[src/hdl/nls_pkg.sv]
// ----------------------------------------------------------------------------
// nls_pkg: shared types and constants of the numeric literal scanner
// Scan phases, radix codes and the ASCII codes the scanner looks at.
// ----------------------------------------------------------------------------
package nls_pkg;

  // Scan phase of the literal state machine
  typedef enum logic [2:0] {
    PH_IDLE   = 3'd0,
    PH_SIGNS  = 3'd1,
    PH_ZERO   = 3'd2,
    PH_DIGITS = 3'd3
  } phase_e;

  // Number base selected by the literal prefix
  typedef enum logic [1:0] {
    RADIX_DEC = 2'd0,
    RADIX_OCT = 2'd1,
    RADIX_HEX = 2'd2
  } radix_e;

  // Character codes
  localparam logic [7:0] CHAR_PLUS   = 8'h2b;  // '+'
  localparam logic [7:0] CHAR_MINUS  = 8'h2d;  // '-'
  localparam logic [7:0] CHAR_ZERO   = 8'h30;  // '0'
  localparam logic [7:0] CHAR_NINE   = 8'h39;  // '9'
  localparam logic [7:0] CHAR_UPPER_A = 8'h41; // 'A'
  localparam logic [7:0] CHAR_UPPER_F = 8'h46; // 'F'
  localparam logic [7:0] CHAR_LOWER_X = 8'h78; // 'x'
  localparam logic [7:0] CHAR_UPPER_X = 8'h58; // 'X'

  // Clears the lowercase bit so a-f folds onto A-F
  localparam logic [7:0] CASE_FOLD_MASK = 8'h5f;

  // Digit value of 'A'
  localparam logic [3:0] HEX_LETTER_BASE = 4'd10;

endpackage

[src/hdl/nls_in_if.sv]
// ----------------------------------------------------------------------------
// nls_in_if: character input channel
// Valid/ready channel carrying one source character and the token start flag.
// ----------------------------------------------------------------------------
interface nls_in_if;

  logic       valid;
  logic       ready;
  logic [7:0] char_code;
  logic       begin_token;

  modport source (output valid, output char_code, output begin_token, input ready);
  modport sink   (input valid, input char_code, input begin_token, output ready);

endinterface

[src/hdl/nls_out_if.sv]
// ----------------------------------------------------------------------------
// nls_out_if: literal result channel
// Valid/ready channel carrying the found flag and the signed literal value.
// ----------------------------------------------------------------------------
interface nls_out_if #(
  parameter int VALUE_BITS = 16
);

  logic                         valid;
  logic                         ready;
  logic                         found;
  logic signed [VALUE_BITS-1:0] value;

  modport source (output valid, output found, output value, input ready);
  modport sink   (input valid, input found, input value, output ready);

endinterface

[src/hdl/numeric_literal_scanner.sv]
// ----------------------------------------------------------------------------
// numeric_literal_scanner: C-style integer literal scanner
// Consumes one character per transfer and emits one result per literal.
// ----------------------------------------------------------------------------
// The scanner takes one character per clock cycle unless the input side is
// stalled. A character is captured in an input register, and once the result
// slot is free a single pass of shift-add logic updates the scan state and,
// when the character ends the token, loads the result register. The input
// side stalls only while the result register holds a result that the sink
// has not taken and a captured character waits behind it. Signs '+'/'-' may
// lead the literal (any '-' makes it negative), a leading 0 selects octal
// and 0x/0X hex; the value wraps at VALUE_BITS bits. A character with
// begin_token high starts a new scan; characters outside a scan are dropped
// without a result.
// ----------------------------------------------------------------------------
module numeric_literal_scanner #(
  parameter int VALUE_BITS = 16
) (
  input  logic clk_i,
  input  logic rst_ni,
  nls_in_if.sink    in_i,
  nls_out_if.source out_o
);

  // Input register
  logic       in_valid_q;
  logic [7:0] in_char_q;
  logic       in_begin_q;

  // Scan state
  nls_pkg::phase_e phase_q, phase_d;
  nls_pkg::radix_e radix_q, radix_d;
  logic                  neg_q, neg_d;
  logic [VALUE_BITS-1:0] acc_q, acc_d;

  // Result register
  logic                  out_valid_q;
  logic                  out_found_q;
  logic [VALUE_BITS-1:0] out_value_q;

  // Single-pass datapath signals
  logic                  advance;
  logic                  emit;
  logic                  emit_found;
  logic [VALUE_BITS-1:0] emit_value;
  nls_pkg::phase_e       ph_cur;
  nls_pkg::radix_e       rad_cur;
  logic                  neg_cur;
  logic [VALUE_BITS-1:0] acc_cur;
  logic [7:0]            char_fold;
  logic                  is_dec;
  logic                  is_hex_letter;
  logic                  is_x;
  logic [3:0]            digit;
  logic [VALUE_BITS-1:0] digit_ext;
  logic [VALUE_BITS-1:0] acc_shift;
  logic                  digit_ok;

  // Handshake: the captured character moves on when the result slot is free
  assign advance    = !out_valid_q || out_o.ready;
  assign in_i.ready = !in_valid_q || advance;

  // Input register
  always_ff @(posedge clk_i or negedge rst_ni) begin
    if (!rst_ni) begin
      in_valid_q <= 1'b0;
    end else if (in_i.ready) begin
      in_valid_q <= in_i.valid;
    end
  end

  always_ff @(posedge clk_i) begin
    if (in_i.ready && in_i.valid) begin
      in_char_q  <= in_i.char_code;
      in_begin_q <= in_i.begin_token;
    end
  end

  // Character classification
  assign char_fold     = in_char_q & nls_pkg::CASE_FOLD_MASK;
  assign is_dec        = in_char_q inside {[nls_pkg::CHAR_ZERO:nls_pkg::CHAR_NINE]};
  assign is_hex_letter = char_fold inside {[nls_pkg::CHAR_UPPER_A:nls_pkg::CHAR_UPPER_F]};
  assign is_x          = (in_char_q == nls_pkg::CHAR_LOWER_X) ||
                         (in_char_q == nls_pkg::CHAR_UPPER_X);
  assign digit         = is_dec ? 4'(in_char_q - nls_pkg::CHAR_ZERO)
                                : 4'(char_fold - nls_pkg::CHAR_UPPER_A) +
                                  nls_pkg::HEX_LETTER_BASE;
  assign digit_ext     = {{(VALUE_BITS-4){1'b0}}, digit};

  // Start of a token restarts the scan state
  assign ph_cur  = in_begin_q ? nls_pkg::PH_SIGNS  : phase_q;
  assign rad_cur = in_begin_q ? nls_pkg::RADIX_DEC : radix_q;
  assign neg_cur = in_begin_q ? 1'b0 : neg_q;
  assign acc_cur = in_begin_q ? '0 : acc_q;

  // Shift-add accumulate: base 10 as x8 + x2, base 8 and 16 as shifts
  always_comb begin
    case (rad_cur)
      nls_pkg::RADIX_HEX: acc_shift = acc_cur << 4;
      nls_pkg::RADIX_OCT: acc_shift = acc_cur << 3;
      default:            acc_shift = (acc_cur << 3) + (acc_cur << 1);
    endcase
  end

  assign digit_ok = is_dec || ((rad_cur == nls_pkg::RADIX_HEX) && is_hex_letter);

  // Next state and result
  always_comb begin
    phase_d    = phase_q;
    radix_d    = radix_q;
    neg_d      = neg_q;
    acc_d      = acc_q;
    emit       = 1'b0;
    emit_found = 1'b0;
    emit_value = '0;
    if (in_valid_q && advance) begin
      phase_d = ph_cur;
      radix_d = rad_cur;
      neg_d   = neg_cur;
      acc_d   = acc_cur;
      case (ph_cur)
        nls_pkg::PH_SIGNS: begin
          if (in_char_q == nls_pkg::CHAR_MINUS) begin
            neg_d = 1'b1;
          end else if (in_char_q == nls_pkg::CHAR_PLUS) begin
            neg_d = neg_cur;
          end else if (is_dec) begin
            acc_d = digit_ext;
            if (in_char_q == nls_pkg::CHAR_ZERO) begin
              radix_d = nls_pkg::RADIX_OCT;
              phase_d = nls_pkg::PH_ZERO;
            end else begin
              radix_d = nls_pkg::RADIX_DEC;
              phase_d = nls_pkg::PH_DIGITS;
            end
          end else begin
            // Signs with no digit: nothing recognized
            emit    = 1'b1;
            phase_d = nls_pkg::PH_IDLE;
          end
        end
        nls_pkg::PH_ZERO, nls_pkg::PH_DIGITS: begin
          if ((ph_cur == nls_pkg::PH_ZERO) && is_x) begin
            radix_d = nls_pkg::RADIX_HEX;
            phase_d = nls_pkg::PH_DIGITS;
          end else if (digit_ok) begin
            acc_d   = acc_shift + digit_ext;
            phase_d = nls_pkg::PH_DIGITS;
          end else begin
            // Terminator: report the literal with its sign
            emit       = 1'b1;
            emit_found = 1'b1;
            emit_value = neg_cur ? (-acc_cur) : acc_cur;
            phase_d    = nls_pkg::PH_IDLE;
          end
        end
        default: begin
          phase_d = nls_pkg::PH_IDLE;
        end
      endcase
    end
  end

  // State registers
  always_ff @(posedge clk_i or negedge rst_ni) begin
    if (!rst_ni) begin
      phase_q <= nls_pkg::PH_IDLE;
      radix_q <= nls_pkg::RADIX_DEC;
      neg_q   <= 1'b0;
      acc_q   <= '0;
    end else begin
      phase_q <= phase_d;
      radix_q <= radix_d;
      neg_q   <= neg_d;
      acc_q   <= acc_d;
    end
  end

  // Result register
  always_ff @(posedge clk_i or negedge rst_ni) begin
    if (!rst_ni) begin
      out_valid_q <= 1'b0;
    end else if (advance) begin
      out_valid_q <= emit;
    end
  end

  always_ff @(posedge clk_i) begin
    if (emit) begin
      out_found_q <= emit_found;
      out_value_q <= emit_value;
    end
  end

  assign out_o.valid = out_valid_q;
  assign out_o.found = out_found_q;
  assign out_o.value = out_value_q;

  // Assertions
  a_notfound_zero: assert property (@(posedge clk_i) disable iff (!rst_ni)
    (out_valid_q && !out_found_q) |-> (out_value_q == '0))
    else $error("result without a literal carries a nonzero value");

  a_stall_cause: assert property (@(posedge clk_i) disable iff (!rst_ni)
    !in_i.ready |-> (in_valid_q && out_valid_q && !out_o.ready))
    else $error("input stalled while the result slot is free");

  a_idle_after_emit: assert property (@(posedge clk_i) disable iff (!rst_ni)
    emit |=> (phase_q == nls_pkg::PH_IDLE && out_valid_q))
    else $error("scan not closed after a result");

endmodule

[src/flat_wrapper.sv]
// flat-port wrapper written by rule: the top's interface ports become plain ports
module numeric_literal_scanner_flat 
#(
  parameter int VALUE_BITS = 16
)
  (clk_i, rst_ni, in_i_valid, in_i_char_code, in_i_begin_token, in_i_ready, out_o_valid, out_o_found, out_o_value, out_o_ready);
  nls_in_if in_i_i ();
  nls_out_if #(.VALUE_BITS(VALUE_BITS)) out_o_i ();
  input  logic clk_i;
  input  logic rst_ni;
  input wire logic [$bits(in_i_i.valid)-1:0] in_i_valid;
  input wire logic [$bits(in_i_i.char_code)-1:0] in_i_char_code;
  input wire logic [$bits(in_i_i.begin_token)-1:0] in_i_begin_token;
  output wire logic [$bits(in_i_i.ready)-1:0] in_i_ready;
  output wire logic [$bits(out_o_i.valid)-1:0] out_o_valid;
  output wire logic [$bits(out_o_i.found)-1:0] out_o_found;
  output wire logic [$bits(out_o_i.value)-1:0] out_o_value;
  input wire logic [$bits(out_o_i.ready)-1:0] out_o_ready;
  assign in_i_i.valid = in_i_valid;
  assign in_i_i.char_code = in_i_char_code;
  assign in_i_i.begin_token = in_i_begin_token;
  assign in_i_ready = in_i_i.ready;
  assign out_o_valid = out_o_i.valid;
  assign out_o_found = out_o_i.found;
  assign out_o_value = out_o_i.value;
  assign out_o_i.ready = out_o_ready;
  numeric_literal_scanner #(.VALUE_BITS(VALUE_BITS)) u_core (.clk_i(clk_i), .rst_ni(rst_ni), .in_i(in_i_i), .out_o(out_o_i));
endmodule
[config.mk]
export PLATFORM = sky130hd
export DESIGN_NAME = numeric_literal_scanner_flat
export DESIGN_NICKNAME = d
export VERILOG_FILES = /design/src/hdl/nls_pkg.sv /design/src/hdl/nls_in_if.sv /design/src/hdl/nls_out_if.sv /design/src/hdl/numeric_literal_scanner.sv /design/src/flat_wrapper.sv
export SDC_FILE = /design/constraint.sdc
export NUM_CORES = 1
export LEC_CHECK = 0
export ABC_AREA = 1
export BUFFER_PORTS_ARGS = -buffer_cell sky130_fd_sc_hd__buf_4
export CAP_MARGIN = 5
export CORE_UTILIZATION = 26
export CTS_CLUSTER_SIZE = 28
export DETAILED_ROUTE_END_ITERATION = 7
export PLACE_DENSITY = 0.41
export SKIP_CTS_REPAIR_TIMING = 1
export SKIP_LAST_GASP = 1
export SYNTH_ARGS = -nofsm -noshare
export SYNTH_HDL_FRONTEND = slang
export SYNTH_SLANG_ARGS = --single-unit
[constraint.sdc]
create_clock -name clk_i -period 4.66 [get_ports clk_i]
set_input_delay 0.932 -clock clk_i [delete_from_list [all_inputs] [get_ports clk_i]]
set_output_delay 0.932 -clock clk_i [all_outputs]
set_load 0.05 [all_outputs]
==> impl_metrics.py <==
metrics = {
    "outcome": {
        "status": "completed",
    },
    "clock_network": {
        "cts_made_buffers": 5,
        "clockBufferDepth": 2,
        "clock-sinks": 50,
        "clkSlewWorstSetupHoldPaths_ns": 0.07,
        "cts_max_level": 2,
        "cts_tree": "built",
        "clkLatencyLatePin_ns": 0.30,
        "cts_root_buf": "clkbuf_16",
    },
    "sta": {
        "slew-limit-headroom_pct": 41.1,
        "rsz0062_at_grt": "no",
        "min_period_ns": 3.60,
        "period_share_pct": 77.2,
        "worstMarginPinSlew_ns": 0.880,
        "setup_viol": 0,
        "hold_viol": 0,
        "skew_ns": 0.00592,
        "whs_ns": 0.512,
        "drv_slew": 0,
        "setup-tns-final_ns": 0,
        "fmax_mhz": 278,
        "fin_ws_ns": 1.06,
    },
    "setup_path": {
        "cp_max_fo": 13,
        "arrival_ns": 3.79,
        "critPathLaunchType": "flip-flop",
        "endpoint_kind": "flip-flop",
        "crit_required_ns": 4.85,
        "critPathKind": "reg2reg",
    },
    "placement": {
        "post-dp-hpwl_microns": 10800,
        "portBuffers": 31,
        "placed_area_sq_um": 4820,
        "place_congestion": 0.884,
        "pre_cts_ws_ns": 1.11,
        "dp.cells": 846,
    },
    "yosys": {
        "synth_top_area_cell": "edfxtp_1",
        "synth_mux_area_share_pct": 0,
        "syn-num-nets": 629,
        "postSynthAreaPerCell_sq_um": 7.18,
        "synth_compound_area_share_pct": 19.9,
        "synth_warnings": 0,
        "synth_area_leaders": "edfxtp_1 18%, dfrtp_1 14%, nand2_1 10%",
        "synthFlopType": "edfxtp_1",
        "synthCells": 601,
        "synth_edf_count": 26,
        "ys_types": 53,
        "synth_area_sq_um": 4310,
        "synth.top_cell.area_share_pct": 18.1,
        "ys_ff_latch": 50,
        "synthAdderAreaFrac_pct": 4.53,
        "synth-async-reset-ratio_pct": 48.0,
        "synthSimpleGateAreaFrac_pct": 32.1,
        "synth-xor-area-share_pct": 1.02,
        "synth_top_family_by_area": "simple AND/OR/NAND/NOR gates",
        "ys_seq_area_share_pct": 32.0,
    },
    "global_route": {
        "grt_pass1_vias": 3995,
        "grt_usage_pct": 17.2,
        "overflow": 0,
        "grt_pass1_wl_microns": 22100,
        "antenna_found_initial": 0,
        "grt_max_degree": 27,
    },
    "route": {
        "avgRoutedWirePerCell_microns": 16.3,
        "wl_microns": 13900,
        "dr.pass1.iters": 5,
        "post_drt_via_cell_ratio": 4.89,
        "drt_iter0_drc": 361,
        "route.detailed.drc": 0,
        "via_count": 4180,
        "ant_nets": 0,
    },
    "layout": {
        "syn2layout_area_growth_pct": 15.0,
        "design_area_sq_um": 4960,
        "post-route-util_pct": 30.9,
        "final_common_cell": "nand2_1",
        "final_cells": 854,
        "insertedDiodeCount": 0,
        "final_cell_mix": "115 x nand2_1, 88 x inv_1, 60 x nor2_1",
        "drive_gt1_share_pct": 17.9,
        "fin_nets": 665,
    },
    "floorplan": {
        "die_w_microns": 131,
        "die_area_sq_um": 17100,
        "ios": 32,
        "coreArea_sq_um": 16100,
        "std_cell_rows": 46,
        "start_util_pct": 26.9,
        "die_height_microns": 131,
    },
    "power": {
        "ir_worst_vdd_v": 0.000163,
        "total_power_mw": 2.78,
        "p_leak_nw": 2.21,
        "power_density_nw_per_um2": 561,
    },
    "hold_path": {
        "min_path_type": "reg2reg",
    },
    "run": {
        "cap_viol_max_count": 0,
    },
}
==> kinds of logic (layout without fill, tap and decap cells) <==
| family | Yosys count | after routing |
|---|---|---|
| simple gates | 286 | 286 |
| compound gates | 134 | 134 |
| buf+inv | 111 | 148 |
| flops | 50 | 50 |
| fa+ha+maj | 15 | 15 |
| xor+xnor | 5 | 5 |
==> metal layers <==
| metal | vias to the layer above | track usage [%] | wire (microns) | share of wire, % |
|---|---|---|---|---|
| li1 | 2105 | - | - | - |
| met1 | 1963 | 22.5 | 6330 | 46 |
| met2 | 96 | 29.2 | 6790 | 49 |
| met3 | 16 | 2.36 | 462 | 3.3 |
| met4 | 0 | 5.41 | 315 | 2.3 |
| met5 | - | 0 | 0 | 0 |
==> power by group <==
group	leakage, nW	switching, mW	total, mW	internal (mW)
registers	0.546	0.124	0.744	0.620
clock network	0.0641	0.174	0.374	0.200
logic	1.60	1.17	1.66	0.491
==> flip-flops by register name (all words and copies together), names as in the netlist, 2 cells and up <==
register and cells:
u_core.acc_q 16, u_core.in_char_q 8, u_core.out_o.value 16, u_core.radix_q 2, u_core.phase_q 3
==> synthesized netlist by cell type (6+ instances only) <==
| cell type | n |
|---|---|
| a21oi_1 | 37 |
| o221ai_1 | 9 |
| o211ai_1 | 7 |
| dfrtp_1 | 24 |
| nor2_2 | 12 |
| a22oi_1 | 7 |
| a31oi_1 | 8 |
| nor2_1 | 60 |
| inv_1 | 88 |
| o21ai_0 | 31 |
| ha_1 | 14 |
| nand2_2 | 15 |
| nand2_1 | 115 |
| edfxtp_1 | 26 |
| nand3_1 | 46 |
| inv_2 | 7 |
| a311oi_1 | 6 |
| nand3_2 | 8 |
| clkbuf_1 | 7 |
| nand4_1 | 9 |
| o21ai_1 | 6 |
==> layout make-up <==
type	count	area [sq um]
clock buffers	7	133
clock inverters	1	7.51
fillers	1753	11100
inverters	98	375
multi-input cells	440	2480
flip-flops and latches	50	1380
well taps	216	270
repair buffers	42	315
==> critical path, stage by stage (launching register included) <==
cell and delay, ns:
edfxtp_1 0.39, buf_4 0.21, nor2_1 0.26, inv_1 0.08, ha_1 0.31, inv_1 0.36, nand2_1 0.16, o21ai_0 0.22
ha_1 0.19, nand2_1 0.08, nand2_1 0.08, nand3_1 0.10, a21oi_2 0.17, nand3_2 0.12, nor2_4 0.12, nand3_2 0.12
nor2_4 0.18, nand3_1 0.09, nand2_1 0.07, nand3_1 0.06, nand2_1 0.09, a21oi_2 0.05
==> worst paths after layout <==
kind	startpoint	endpoint	slack, ns	depth (start not counted)
worst max-delay path	u_core.in_begin_q	u_core.acc_q[15]	1.06	21
worst min-delay path	u_core.phase_q[1]	u_core.phase_q[1]	0.51	2
worst max register to register	u_core.in_begin_q	u_core.acc_q[15]	1.06	21
worst min register to register	u_core.phase_q[1]	u_core.phase_q[1]	0.51	2
max in group asynchronous	rst_ni	u_core.acc_q[0]	3.84	1
min in group asynchronous	rst_ni	u_core.acc_q[13]	0.54	1
Note: power is estimated with default switching activity, not from simulation.
